`src/hsap_pkg.sv`:
```
package hsap_pkg;

    localparam int unsigned WORD_W     = 64;
    localparam int unsigned HALF_W     = WORD_W / 2;
    localparam int unsigned PROBE_W    = 3;
    localparam int unsigned STATUS_W   = 2;
    localparam int unsigned CFG_IDX_W  = 2;
    localparam int unsigned TRI_W      = 5;

    localparam logic [WORD_W-1:0] MIX_MULT    = 64'hff51afd7ed558ccd;
    localparam int unsigned       MIX_SHIFT   = 33;
    localparam logic [WORD_W-1:0] PROBE_COUNT = 64'd8;

    // mix pipeline depth, one divider cell per dividend bit, one output register
    localparam int unsigned MIX_STAGES = 4;
    localparam int unsigned DIV_CELLS  = WORD_W;
    localparam int unsigned TOTAL_LAT  = MIX_STAGES + DIV_CELLS + 1;

    typedef enum logic [CFG_IDX_W-1:0] {
        CFG_VOLUME_ID_LOW = 2'd0,
        CFG_REGION_START  = 2'd1,
        CFG_REGION_END    = 2'd2
    } t_cfg_idx;

    typedef enum logic [STATUS_W-1:0] {
        ST_OK       = 2'd0,
        ST_GEOMETRY = 2'd1,
        ST_NOSPACE  = 2'd2
    } t_status;

    typedef struct packed {
        logic [WORD_W-1:0]  id_low;
        logic [WORD_W-1:0]  id_high;
        logic [PROBE_W-1:0] probe_number;
    } t_in_item;

    typedef struct packed {
        logic [WORD_W-1:0]   slot_address;
        logic [STATUS_W-1:0] status;
    } t_out_item;

    // what one divider cell hands to the next
    typedef struct packed {
        logic              valid;
        logic [WORD_W-1:0] rem;
        logic [WORD_W-1:0] dvd;
    } t_cell_bus;

    // k(k+1)/2
    function automatic logic [TRI_W-1:0] tri_offset(input logic [PROBE_W-1:0] k);
        logic [TRI_W-1:0] t;
        case (k)
            3'd0:    t = 5'd0;
            3'd1:    t = 5'd1;
            3'd2:    t = 5'd3;
            3'd3:    t = 5'd6;
            3'd4:    t = 5'd10;
            3'd5:    t = 5'd15;
            3'd6:    t = 5'd21;
            3'd7:    t = 5'd28;
            default: t = 5'd0;
        endcase
        return t;
    endfunction

endpackage

```
`src/hsap_div_cell.sv`:
```
module hsap_div_cell
    import hsap_pkg::*;
(
    input  logic              i_clk,
    input  logic              i_rst_n,
    input  logic [WORD_W-1:0] i_cap,
    input  t_cell_bus         i_bus,
    output t_cell_bus         o_bus
);

    logic              r_valid;
    logic [WORD_W-1:0] r_rem;
    logic [WORD_W-1:0] r_dvd;

    logic [WORD_W:0]   n_shifted;
    logic [WORD_W:0]   n_diff;
    logic              n_ge;
    logic [WORD_W-1:0] n_rem;

    // one restoring step: bring down the next dividend bit, subtract if it fits
    always_comb begin
        n_shifted = {i_bus.rem, i_bus.dvd[WORD_W-1]};
        n_ge      = n_shifted >= {1'b0, i_cap};
        n_diff    = n_shifted - {1'b0, i_cap};
        if (n_ge) begin
            n_rem = n_diff[WORD_W-1:0];
        end else begin
            n_rem = n_shifted[WORD_W-1:0];
        end
    end

    always_ff @(posedge i_clk) begin
        if (!i_rst_n) begin
            r_valid <= 1'b0;
        end else begin
            r_valid <= i_bus.valid;
        end
    end

    always_ff @(posedge i_clk) begin
        r_rem <= n_rem;
        r_dvd <= {i_bus.dvd[WORD_W-2:0], 1'b0};
    end

    assign o_bus = '{valid: r_valid, rem: r_rem, dvd: r_dvd};

`ifndef SYNTHESIS
    a_rem_below_cap: assert property (@(posedge i_clk) disable iff (!i_rst_n)
        i_bus.valid && i_cap != '0 && i_bus.rem < i_cap |=> o_bus.rem < i_cap)
        else $error("partial remainder not below capacity");
    a_cell_pass: assert property (@(posedge i_clk) disable iff (!i_rst_n)
        i_bus.valid |=> o_bus.valid)
        else $error("divider cell dropped a transaction");
`endif

endmodule
```
`config.mk`:
```
export PLATFORM = sky130hd
export DESIGN_NAME = hsap_div_cell
export DESIGN_NICKNAME = d
export VERILOG_FILES = /design/src/hsap_pkg.sv /design/src/hsap_div_cell.sv
export SDC_FILE = /design/constraint.sdc
export NUM_CORES = 1
export LEC_CHECK = 0
export BUFFER_PORTS_ARGS = -buffer_cell sky130_fd_sc_hd__clkbuf_2
export CORE_ASPECT_RATIO = 0.9
export CORE_MARGIN = 2
export CORE_UTILIZATION = 39
export DETAILED_ROUTE_END_ITERATION = 12
export PLACE_DENSITY = 0.7
export SLEW_MARGIN = 20
export SYNTH_ARGS = -nofsm -noshare
export SYNTH_HDL_FRONTEND = slang
export SYNTH_SLANG_ARGS = --single-unit
export TNS_END_PERCENT = 30
```
`constraint.sdc`:
```
create_clock -name i_clk -period 3.2 [get_ports i_clk]
set_clock_uncertainty 0.1 [all_clocks]
set_input_delay 0.48 -clock i_clk [delete_from_list [all_inputs] [get_ports i_clk]]
set_output_delay 0.48 -clock i_clk [all_outputs]
set_load 0.02 [all_outputs]
```
Yosys cells after proc, flatten, opt, wreduce, memory -nomap -nowiden:

Index checks and enable logic that the tools add are counted.

* $add $sub $neg: 1
* $lt $le $gt $ge: 1
* mux-type cells: 1

Operators by type and width (number)
* 65-bit by 64-bit greater-or-equal comparator with 1-bit output: 1
* 64-bit two-way mux: 1
* 64-bit subtractor: 1

* register bits: 128
* word-level logic and storage cells: 6
* output and inout port bits: 129
* input port bits: 195

Longest topological paths before layout:

* word-level depth: 2
* gate-level depth with buffers: 15
* gate-level depth less buffers: 14

Least setup slack after synthesis:

Ideal clock, no wire load.

* path type: input port to flip-flop
* from: input port i_cap[1]
* to: register r_rem[1]
* setup slack: -0.035 ns
* data required time: 2.977 ns
* setup time: 0.123 ns
* path buffers: 1
* stages: 12
* data arrival time: 3.012 ns
* path through: inv_1 -> ha_1 -> nor2b_4 -> o31ai_4 -> o22ai_1 -> o41ai_4 -> a211oi_2 -> and4bb_1 -> nor2_4 -> a31oi_4 -> buf_8 -> mux2_1

* longest elaborated chain between the ends: 2
* elaborated cells on any way between the ends: 3
* classes of those cells: add/sub (1); order compare (1); mux (1)

RTL lines
* start, declared: RTL line hsap_div_cell.sv:6 `input logic [WORD_W-1:0] i_cap,`
* 64-bit subtractor / 65-bit by 64-bit greater-or-equal comparator with 1-bit output (equally long branches): RTL line hsap_div_cell.sv:24, hsap_div_cell.sv:23
* 64-bit two-way mux (*): RTL line hsap_div_cell.sv:25 `if (n_ge) begin`
* via n_rem[1]: RTL line hsap_div_cell.sv:18 `logic [WORD_W-1:0] n_rem;`
* end signal, assigned: RTL line hsap_div_cell.sv:41 `r_rem <= n_rem;`
* end, declared: RTL line hsap_div_cell.sv:12 `logic [WORD_W-1:0] r_rem;`

Mark *: on every way through the listed nets, which the timed path passes. The rest lies on a longest branch.
A chain may end at the register's enable or synchronous reset.

Worst setup path after layout:

* from: input port i_bus[63] (netlist name)
* to: register r_rem[52]

* longest elaborated chain between the ends: 2
* elaborated cells on any way between the ends: 3
* classes of those cells: add/sub (1); order compare (1); mux (1)

RTL lines
* start, declared: RTL line hsap_div_cell.sv:7 `input t_cell_bus i_bus,`
* 64-bit subtractor / 65-bit by 64-bit greater-or-equal comparator with 1-bit output (equally long branches): RTL line hsap_div_cell.sv:24, hsap_div_cell.sv:23
* 64-bit two-way mux (*): RTL line hsap_div_cell.sv:25
* via n_rem[52]: RTL line hsap_div_cell.sv:18

Marked as above.

==> run_results.csv <==
group,metric,value,unit
outcome,outcome,"completed",
cells_and_area,finalNonFillerCells,1608,
floorplan,core_area,18520,sq um
synthesis,syn_inst,912,
floorplan,die-area,20190,sq um
routing,firstDrtPassIters,5,
floorplan,pin_count,324,
synthesis,synth.distinct_cells,60,
timing,drv_slew,0,
synthesis,synth.area.mux_share,0.5890,%
synthesis,synth.net_count,1172,
clocking,cts_tree,"built",
floorplan,row_count,47,
flow_run,maxCapViolations,0,
floorplan,initial_core_util,40.14,%
synthesis,synthAdderAreaFrac,11.04,%
synthesis,synthFlopType,"dfxtp_1",
cells_and_area,post_route_cells_drive_above_1_share,37.77,%
cells_and_area,final_area,10830,sq um
cells_and_area,area_growth,45.61,%
clocking,cts-root-buf,"clkbuf_16",
routing,drc,0,
place,gp_congestion,0.9110,
synthesis,yosys_warnings,0,
cells_and_area,num-nets-final,1608,
routing,routed_wl,24900,um
synthesis,synth-compound-area-share,24.00,%
timing,setup_tns,0,ns
grt,grtUsageTotal,24.08,%
timing,rsz0062_at_grt,"yes",
routing,vias,7882,
cells_and_area,fin_util,58.44,%
synthesis,synth_seq_cells,128,
clocking,cts_hold_buf,0,
power_and_ir_drop,pwr_density_cell,528.8,nW/um^2
worst_setup_path,critPathMaxFanout,3,
synthesis,synth_edf_count,0,
synthesis,synthArstFlopShare,0,%
grt,grt_max_degree,39,
worst_setup_path,cp.arrival,3.30,ns
clocking,path_clk_slew,0.07,ns
grt,grt_antenna_before_repair,2,
power_and_ir_drop,finalPower,5724,uW
place,dp_hpwl,20750,um
floorplan,die_y,135.0,um
power_and_ir_drop,ir_drop,0.3136,mV
min_path,hold_path_class,"in -> reg",
grt,grt_pass1_vias,7697,
worst_setup_path,worstSetupEndpointType,"register",
synthesis,syn_area,7435,sq um
timing,max_freq,0.3254,GHz
worst_setup_path,crit_type,"in -> reg",
synthesis,synthSimpleGateAreaFrac,15.90,%
clocking,clock-sinks,128,
grt,grt_first_pass_wirelength,38160,um
routing,drt-vias-per-instance,4.902,
power_and_ir_drop,cellLeakagePower,0.005597,uW
clocking,cts.path.max_buffers,2,
place,dp_cells,1574,
clocking,cts_buffers,17,
routing,detail_route.iter0.violations,355,
place,place_area,10170,sq um
worst_setup_path,required,3.43,ns
synthesis,syn_avg_cell_area,8.152,sq um
synthesis,synth_top_family_by_area,"compound AO/OA/AOI/OAI gates",
clocking,postCtsSetupBuffers,0,
place,io_buffers,322,
timing,hold_viol_final,0,
floorplan,die_x,149.5,um
timing,setup_viol,0,
worst_setup_path,worstSetupStartpointType,"input port",
timing,period_share,96.03,%
timing,fin_crit,3.073,ns
grt,gr-total-overflow,0,
routing,wl_per_cell,15.49,um
synthesis,ys_seq_area_share,34.47,%
routing,postRouteAntennaNets,0,
synthesis,synthXorXnorAreaFrac,6.715,%
clocking,htreeDepth,4,
-- routing by layer --
layer / wire length, um / part of all wire [%] / GRT usage, % / vias to the layer above
li1: - / - / - / 4048
met1: 10790 / 43 / 29.45 / 3568
met5: 0 / 0 / 0 / -
met4: 499 / 2.0 / 7.619 / 0
met2: 12020 / 48 / 41.92 / 247
met3: 1597 / 6.4 / 5.473 / 19
-- report_power, final --
group,switching [uW],internal [uW]
Sequential,63.8,1810
Clock,830,1120
Combinational,1090,814
Total,1980,3740
-- placed cells by master, fill, tap and decap left out, types with 23 or more instances in the layout --
cell type and count:
nand3_1 24, nor2_1 38, buf_4 132, a21oi_1 73, o21ai_0 77, inv_1 79
clkbuf_2 322, a21o_1 34, nand2_1 118, xnor2_1 34, xor2_1 23, ha_1 63
dfxtp_1 128
-- final cells by class --
cell class / instances / area, sq um
flip-flops and latches: 128 / 2562
fillers: 1702 / 7699
repair buffers: 458 / 2674
inverters: 79 / 296.5
diodes: 2 / 5.005
well taps: 245 / 306.5
clock buffers: 18 / 439.2
multi-input cells: 664 / 4399
clock inverters: 14 / 142.6
-- metrics by stage --
step	worst slack, ns	hold slack [ns]
2_1_floorplan	0.04262	0.4077
3_3_place_gp	-0.4245	0.4826
3_5_place_dp	-0.4126	0.4839
4_1_cts	0.03184	0.03925
5_1_grt	-0.07140	0.03255
6_report	0.1270	0.04837
-- Yosys cell counts, types with 12 or more instances --
cell / n / area (sq um)
a21oi_1: 75 / 375.4
o21ai_1: 18 / 90.09
buf_2: 15 / 75.07
nor2_1: 38 / 142.6
nand2_1: 119 / 446.7
a21o_1: 34 / 255.2
nor3_1: 12 / 60.06
dfxtp_1: 128 / 2562
o21ai_0: 78 / 390.4
nand4_1: 19 / 118.9
xnor2_1: 34 / 297.8
clkbuf_1: 13 / 48.80
inv_1: 79 / 296.5
nand3_1: 25 / 125.1
xor2_1: 23 / 201.4
ha_1: 64 / 800.8
o21bai_1: 17 / 127.6
-- what timing repair did --
action	4_1_cts	5_1_grt
gates resized for setup	0	18
setup endpoints to repair	0	45
endpoints found under the hold margin	0	0
-- final timing paths --
check / start / end / depth (start not counted)
worst max-delay path: i_bus[63] / r_rem[52] / 17
worst min-delay path: i_bus[62] / r_dvd[63] / 1
-- cell families after synthesis --
| group | Yosys count |
|---|---|
| XOR/XNOR | 57 |
| flip-flops | 128 |
| other | 1 |
| multiplexers | 4 |
| adder cells (fa/ha/maj) | 65 |
| AO/OA/AOI/OAI | 283 |
| AND/OR/NAND/NOR | 254 |
| buffers and inverters | 120 |
-- registers in the layout (all words and copies together) (netlist names) --
| register | flops |
|---|---|
| r_valid | 1 |
| r_rem | 64 |
| r_dvd | 63 |
-- worst max-delay path, cell delays in order --
cell,delay [ns]
clkbuf_2,0.09
inv_1,0.05
ha_2,0.18
inv_1,0.05
fa_2,0.37
a21oi_2,0.17
nor2_1,0.08
o31ai_1,0.25
buf_4,0.17
nand3_2,0.11
a31oi_4,0.23
buf_6,0.13
a211oi_1,0.11
o21bai_1,0.25
a21oi_1,0.15
o21a_1,0.20
o31ai_2,0.23
No activity file was read; power rests on OpenSTA's default activity.
