**config.mk**
```make
export PLATFORM = sky130hd
export DESIGN_NAME = hsap_mix
export DESIGN_NICKNAME = d
export VERILOG_FILES = /design/src/hsap_pkg.sv /design/src/hsap_mix.sv
export SDC_FILE = /design/constraint.sdc
export NUM_CORES = 2
export LEC_CHECK = 0
export BUFFER_PORTS_ARGS = -buffer_cell sky130_fd_sc_hd__buf_2
export CAP_MARGIN = 20
export CORE_ASPECT_RATIO = 1.4
export CORE_UTILIZATION = 48
export DETAILED_ROUTE_END_ITERATION = 8
export MAX_ROUTING_LAYER = met4
export PLACE_DENSITY = 0.65
export SYNTH_ARGS = -nofsm -noshare
export SYNTH_HDL_FRONTEND = slang
export SYNTH_SLANG_ARGS = --single-unit
```
**constraint.sdc**
```tcl
create_clock -name i_clk -period 7.63 [get_ports i_clk]
set_input_delay 1.526 -clock i_clk [delete_from_list [all_inputs] [get_ports i_clk]]
set_output_delay 1.526 -clock i_clk [all_outputs]
set_load 0.005 [all_outputs]
```
**src/hsap_pkg.sv**
```systemverilog
package hsap_pkg;

    localparam int unsigned WORD_W     = 64;
    localparam int unsigned HALF_W     = WORD_W / 2;
    localparam int unsigned PROBE_W    = 3;
    localparam int unsigned STATUS_W   = 2;
    localparam int unsigned CFG_IDX_W  = 2;
    localparam int unsigned TRI_W      = 5;

    localparam logic [WORD_W-1:0] MIX_MULT    = 64'hff51afd7ed558ccd;
    localparam int unsigned       MIX_SHIFT   = 33;
    localparam logic [WORD_W-1:0] PROBE_COUNT = 64'd8;

    // mix pipeline depth, one divider cell per dividend bit, one output register
    localparam int unsigned MIX_STAGES = 4;
    localparam int unsigned DIV_CELLS  = WORD_W;
    localparam int unsigned TOTAL_LAT  = MIX_STAGES + DIV_CELLS + 1;

    typedef enum logic [CFG_IDX_W-1:0] {
        CFG_VOLUME_ID_LOW = 2'd0,
        CFG_REGION_START  = 2'd1,
        CFG_REGION_END    = 2'd2
    } t_cfg_idx;

    typedef enum logic [STATUS_W-1:0] {
        ST_OK       = 2'd0,
        ST_GEOMETRY = 2'd1,
        ST_NOSPACE  = 2'd2
    } t_status;

    typedef struct packed {
        logic [WORD_W-1:0]  id_low;
        logic [WORD_W-1:0]  id_high;
        logic [PROBE_W-1:0] probe_number;
    } t_in_item;

    typedef struct packed {
        logic [WORD_W-1:0]   slot_address;
        logic [STATUS_W-1:0] status;
    } t_out_item;

    // what one divider cell hands to the next
    typedef struct packed {
        logic              valid;
        logic [WORD_W-1:0] rem;
        logic [WORD_W-1:0] dvd;
    } t_cell_bus;

    // k(k+1)/2
    function automatic logic [TRI_W-1:0] tri_offset(input logic [PROBE_W-1:0] k);
        logic [TRI_W-1:0] t;
        case (k)
            3'd0:    t = 5'd0;
            3'd1:    t = 5'd1;
            3'd2:    t = 5'd3;
            3'd3:    t = 5'd6;
            3'd4:    t = 5'd10;
            3'd5:    t = 5'd15;
            3'd6:    t = 5'd21;
            3'd7:    t = 5'd28;
            default: t = 5'd0;
        endcase
        return t;
    endfunction

endpackage

```
**src/hsap_mix.sv**
```systemverilog
module hsap_mix
    import hsap_pkg::*;
(
    input  logic              i_clk,
    input  logic              i_rst_n,
    input  logic              i_valid,
    input  t_in_item          i_item,
    input  logic [WORD_W-1:0] i_volume,
    input  logic              i_pow2,
    output logic              o_valid,
    output logic [WORD_W-1:0] o_dividend
);

    // stage A: fold and first xor-shift
    logic              r_a_valid;
    logic [WORD_W-1:0] r_a_h;
    logic [PROBE_W-1:0] r_a_k;
    // stage B: partial products of the low 64 bits
    logic              r_b_valid;
    logic [WORD_W-1:0] r_b_p00;
    logic [HALF_W-1:0] r_b_p01;
    logic [HALF_W-1:0] r_b_p10;
    logic [PROBE_W-1:0] r_b_k;
    // stage C: product and second xor-shift
    logic              r_c_valid;
    logic [WORD_W-1:0] r_c_h;
    logic [PROBE_W-1:0] r_c_k;
    // stage D: key plus probe offset
    logic              r_d_valid;
    logic [WORD_W-1:0] r_d_dvd;

    logic [WORD_W-1:0] n_fold;
    logic [WORD_W-1:0] n_a_h;
    logic [WORD_W-1:0] n_p00;
    logic [WORD_W-1:0] n_p01;
    logic [WORD_W-1:0] n_p10;
    logic [HALF_W-1:0] n_cross;
    logic [WORD_W-1:0] n_prod;
    logic [WORD_W-1:0] n_c_h;
    logic [WORD_W-1:0] n_offset;

    always_comb begin
        n_fold  = i_item.id_low ^ i_item.id_high ^ i_volume;
        n_a_h   = n_fold ^ (n_fold >> MIX_SHIFT);
        n_p00   = r_a_h[HALF_W-1:0]      * MIX_MULT[HALF_W-1:0];
        n_p01   = r_a_h[HALF_W-1:0]      * MIX_MULT[WORD_W-1:HALF_W];
        n_p10   = r_a_h[WORD_W-1:HALF_W] * MIX_MULT[HALF_W-1:0];
        n_cross = r_b_p01 + r_b_p10;
        n_prod  = r_b_p00 + {n_cross, {HALF_W{1'b0}}};
        n_c_h   = n_prod ^ (n_prod >> MIX_SHIFT);
        if (i_pow2) begin
            n_offset = {{(WORD_W-TRI_W){1'b0}}, tri_offset(r_c_k)};
        end else begin
            n_offset = {{(WORD_W-PROBE_W){1'b0}}, r_c_k};
        end
    end

    always_ff @(posedge i_clk) begin
        if (!i_rst_n) begin
            r_a_valid <= 1'b0;
            r_b_valid <= 1'b0;
            r_c_valid <= 1'b0;
            r_d_valid <= 1'b0;
        end else begin
            r_a_valid <= i_valid;
            r_b_valid <= r_a_valid;
            r_c_valid <= r_b_valid;
            r_d_valid <= r_c_valid;
        end
    end

    always_ff @(posedge i_clk) begin
        r_a_h   <= n_a_h;
        r_a_k   <= i_item.probe_number;
        r_b_p00 <= n_p00;
        r_b_p01 <= n_p01[HALF_W-1:0];
        r_b_p10 <= n_p10[HALF_W-1:0];
        r_b_k   <= r_a_k;
        r_c_h   <= n_c_h;
        r_c_k   <= r_b_k;
        r_d_dvd <= r_c_h + n_offset;
    end

    assign o_valid    = r_d_valid;
    assign o_dividend = r_d_dvd;

`ifndef SYNTHESIS
    a_mix_latency: assert property (@(posedge i_clk) disable iff (!i_rst_n)
        i_valid |-> ##MIX_STAGES o_valid)
        else $error("mix pipeline lost or delayed a transaction");
`endif

endmodule

```
=== Word level (Yosys, flattened, before mapping) ===
Memory sizes are Yosys's and may differ from the RTL's. A register that Yosys moved wholly into a read port is not among the register bits.
Cells that the tools add are included.

* Flip-flop bits (word level): 333
* Bits in latches: 0
* RAM bits: 0
* ROM bits: 40
* Input bits: 199
* Output and inout port bits: 65
* Memories kept: 1

{| class="wikitable"
|+ Memories
! memory !! depth !! bits a word !! read ports !! clocked after memory_dff !! wr ports !! RTL line !! text
|-
| (name not given) || 8 || 5 || 1 || 1 || 0 || hsap_pkg.sv:52 || <nowiki>case (k)</nowiki>
|}

* $add $sub $neg: 3
* Multipliers: 3
* Divide/modulo/power cells: 0
* Order comparisons: 0
* Eq/ne operators: 0
* Shift-type cells: 0
* Multiplexer cells: 1
* Bitwise logic cells: 4
* Reduce and logical (&&, ||, !) cells: 0

{| class="wikitable"
|+ Operators with widths
! operator !! number
|-
| 64-bit by 31-bit XOR with 64-bit output || 2
|-
| 64-bit XOR || 2
|-
| 64-bit by 5-bit adder with 64-bit output || 1
|-
| 64-bit adder || 1
|-
| 32-bit by 32-bit multiplier with 64-bit output, second input constant || 1
|-
| 32-bit adder || 1
|-
| 32-bit by 25-bit multiplier with 32-bit output, second input constant || 1
|-
| 32-bit by 30-bit multiplier with 32-bit output, second input constant || 1
|-
| 5-bit two-way mux || 1
|}

=== Longest topological paths before layout ===
* Depth after elaboration: 3
* Depth in mapped cells: 27

=== Least setup slack after synthesis ===
No wires, ideal clock.

* Kind: flip-flop to flip-flop
* Start: register r_a_h[6]
* End: register r_b_p00[62]
* Data arrival time: 6,449 ps
* Data required time: 7,507 ps
* Path slack: 1,057 ps
* Stages on the path, launching flop included: 24
* Cells stage by stage: dfxtp_1 -> fa_1 -> fa_1 -> inv_1 -> fa_1 -> fa_1 -> fa_1 -> fa_1 -> inv_1 -> fa_1 -> inv_1 -> fa_1 -> inv_1 -> ha_1 -> clkbuf_1 -> a21o_1 -> a21o_1 -> a21oi_1 -> nor3_1 -> a21oi_1 -> nand3_1 -> a41oi_1 -> o21ai_1 -> xor2_1

* Cells in the longest elaborated chain, start to end: 1

{| class="wikitable"
|+ RTL lines
! element !! RTL line !! text
|-
| start: declaration || hsap_mix.sv:16 || <nowiki>logic [WORD_W-1:0] r_a_h;</nowiki>
|-
| start signal: assignment || hsap_mix.sv:73 || <nowiki>r_a_h <= n_a_h;</nowiki>
|-
| 32-bit by 32-bit multiplier with 64-bit output || hsap_mix.sv:45 || <nowiki>n_p00 = r_a_h[HALF_W-1:0] * MIX_MULT[HALF_W-1:0];</nowiki>
|-
| net n_p00[62] || hsap_mix.sv:34 || <nowiki>logic [WORD_W-1:0] n_p00;</nowiki>
|-
| end signal: assignment || hsap_mix.sv:75 || <nowiki>r_b_p00 <= n_p00;</nowiki>
|-
| end: declaration || hsap_mix.sv:20 || <nowiki>logic [WORD_W-1:0] r_b_p00;</nowiki>
|}

The timed path passes the listed nets, and every way through them passes these cells.
A chain may end at the register's enable or synchronous reset.

=== Final worst setup path ===
* Start: register r_a_h[14]
* End: register r_b_p00[63]

The elaborated chain is that of the path after synthesis.

==> flow_metrics.tcl <==
set metrics [dict create \
    io_pins 264 \
    final_antenna_net_count 0 \
    ys_types 78 \
    finClkSkew_ps 34.8 \
    yosysMostFrequentCell "inv_1" \
    place_congestion 1.01 \
    rows 136 \
    setup_viol 0 \
    die_h_um 376 \
    wl_um 146000 \
    layout.nets 6847 \
    crit_top_cell "inv_1" \
    portBuffers 263 \
    grt_start_max_net_pins 17 \
    crit_type "flop to flop" \
    pre_cts_ws_ps 214 \
    postSynthCellCount 4680 \
    vias_per_cell 5.17 \
    final_hold_viol_count 0 \
    syn_area_um2 47900 \
    place_area_um2 51400 \
    syn_nets 6483 \
    finalSetupTns_ps 0 \
    stdcell_area_um2 52800 \
    gr-total-overflow 0 \
    die-area_um2 101000 \
    cts.sinks 337 \
    maxCapViolCount 0 \
    grt_pass1_vias 36100 \
    drv_slew 0 \
    drt-pass1-iter-count 5 \
    fmax_mhz 136 \
    grt_pass1_wl_um 219000 \
    area_growth_pct 10.3 \
    yosys_warnings 0 \
    drc_errors 0 \
    clkLatencyLatePin_ps 610 \
    cp_max_fo 6 \
    drtIter0Drc 1797 \
    cp.required_ps 8100 \
    synth-edff-count 0 \
    hpwl_um 133000 \
    synth.area.top_cells "fa_1, ha_1, dfxtp_1" \
    cts_htree_levels 2 \
    ys_ff_latch 337 \
    netlist.area_leader.share 0.355 \
    cp_data_arrival_time_ps 7810 \
    cts_made_buffers 38 \
    die_w_um 269 \
    min_period_ps 7330 \
    root_buffer "clkbuf_16" \
    core_um2 98500 \
    synthTopCellsByCount "inv_1, fa_1, ha_1" \
    fillers 8859 \
    antenna_found_initial 1 \
    final_layout_size_suffix_gt1_frac 0.0879 \
    cp_slowest_stage_delay_ps 570 \
    grtUsageTotal 0.309 \
    fin_ws_ps 298 \
    min_path_type "flop to flop" \
    regArea_um2 6750 \
    rsz0062_at_grt "no" \
    synth_seq_area_share 0.141 \
    timing.hold.ws_ps 328 \
    multi_input_area_um2 36200 \
    synthFlopType "dfxtp_1" \
    max_slew_margin 0.412 \
    avgSynthCellArea_um2 10.2 \
    synth_top_area_cell "fa_1" \
    clockBufferDepth 3 \
    wire_per_inst_um 22.8 \
    start_kind "flop" \
    status "completed" \
    start_util 0.486 \
    finalCritPeriodShare 0.961 \
    worstMarginPinSlew_ps 875 \
    slowest_stage "fa_1" \
    synthArstFlopShare 0 \
    vias 33000 \
    end_kind "flop" \
    clkSlewWorstSetupHoldPaths_ps 60 \
    tritoncts "yes" \
]
-- area by class of cell --
class | instances | area share
Antenna cell | 4 | 0.000190
Clock buffer | 46 | 0.0192
Clock inverter | 22 | 0.00657
Inverter | 1275 | 0.0907
Multi-Input combinational cell | 3036 | 0.686
Sequential cell | 337 | 0.128
Tap cell | 1311 | 0.0311
Timing Repair Buffer | 356 | 0.0382
-- flip-flops by register name, indices dropped and copies added, names as in the netlist, named ones only --
register    count
r_b_p00        63
o_valid         1
r_c_valid       1
r_b_k           3
r_b_p01        32
r_a_k           3
r_c_h          64
r_c_k           3
o_dividend     64
r_a_valid       1
r_a_h          64
r_b_valid       1
r_b_p10        32
-- worst max-delay path, delay by kind of cell (launching register included) --
family	cells	cell delay [ps]
adder cells (fa/ha/maj)	9	3740
AO/OA/AOI/OAI	7	2040
buffers and inverters	7	630
flip-flops	1	530
AND/OR/NAND/NOR	1	130
XOR/XNOR	1	110
-- layer usage --
metal	GRT usage	vias to the layer above	share of wire
met2	0.538	1124	0.51
met3	0.0352	423	0.044
met1	0.322	16300	0.36
li1	-	15200	-
met5	-	-	0
met4	0.222	0	0.090
-- metrics by stage --
| step | instances | util |
|---|---|---|
| floorplan | 4680 | - |
| CTS | 6381 | 0.535 |
| global route | 6383 | 0.535 |
| global placement | 6313 | 0.521 |
| detailed placement | 6313 | 0.521 |
| finish | 6387 | 0.536 |
-- kinds of logic after synthesis --
group                    count (synthesis)  share of synthesized area
adder cells (fa/ha/maj)               1604                      0.552
AND/OR/NAND/NOR                        439                     0.0445
buffers and inverters                 1307                      0.103
multiplexers                             4                   0.000889
flip-flops                             337                      0.141
AO/OA/AOI/OAI                          516                     0.0710
XOR/XNOR                               473                     0.0877
-- final timing paths --
kind / start / end / slack (ps) / cells after the start
worst max register to register: r_a_h[14] / r_b_p00[63] / 300 / 25
worst min register to register: r_b_p00[31] / r_c_h[31] / 330 / 0
worst max-delay path: r_a_h[14] / r_b_p00[63] / 300 / 25
worst min-delay path: r_b_p00[31] / r_c_h[31] / 330 / 0
-- layout by cell type (no fill, tap or decap), types with 7 or more instances in the layout --
master | netlist | final
fa_1 | 848 | 848
o21ai_1 | 33 | 33
o21ai_0 | 47 | 47
nand4_1 | 27 | 27
a21o_1 | 109 | 109
o21bai_1 | 28 | 28
o211ai_1 | 10 | 10
a211oi_1 | 15 | 15
clkinv_2 | 0 | 7
a31oi_1 | 20 | 19
ha_1 | 756 | 756
buf_4 | 0 | 93
a211o_1 | 9 | 9
xor2_1 | 129 | 129
and3_1 | 21 | 21
clkbuf_16 | 0 | 38
a21oi_1 | 157 | 157
nor2b_1 | 14 | 14
o31ai_1 | 7 | 7
nor3_1 | 28 | 28
nor4_1 | 8 | 8
nand3_1 | 48 | 48
inv_1 | 1275 | 1275
o21a_1 | 19 | 19
nor2_1 | 123 | 123
dfxtp_1 | 337 | 331
nand2b_1 | 18 | 18
buf_2 | 5 | 263
and2_1 | 10 | 10
and4_1 | 11 | 11
nand2_1 | 108 | 108
xnor2_1 | 340 | 340
bufinv_16 | 0 | 7
-- timing repair --
action                     in CTS  in global routing
buffers inserted                0                  2
setup endpoints to repair       0                 11
hold buffers                    0                  0
gates resized for setup         0                  7
Power is left out: the tool's default activity adds up to more than one toggle a clock period on the data nets, which glitch-free logic cannot reach.
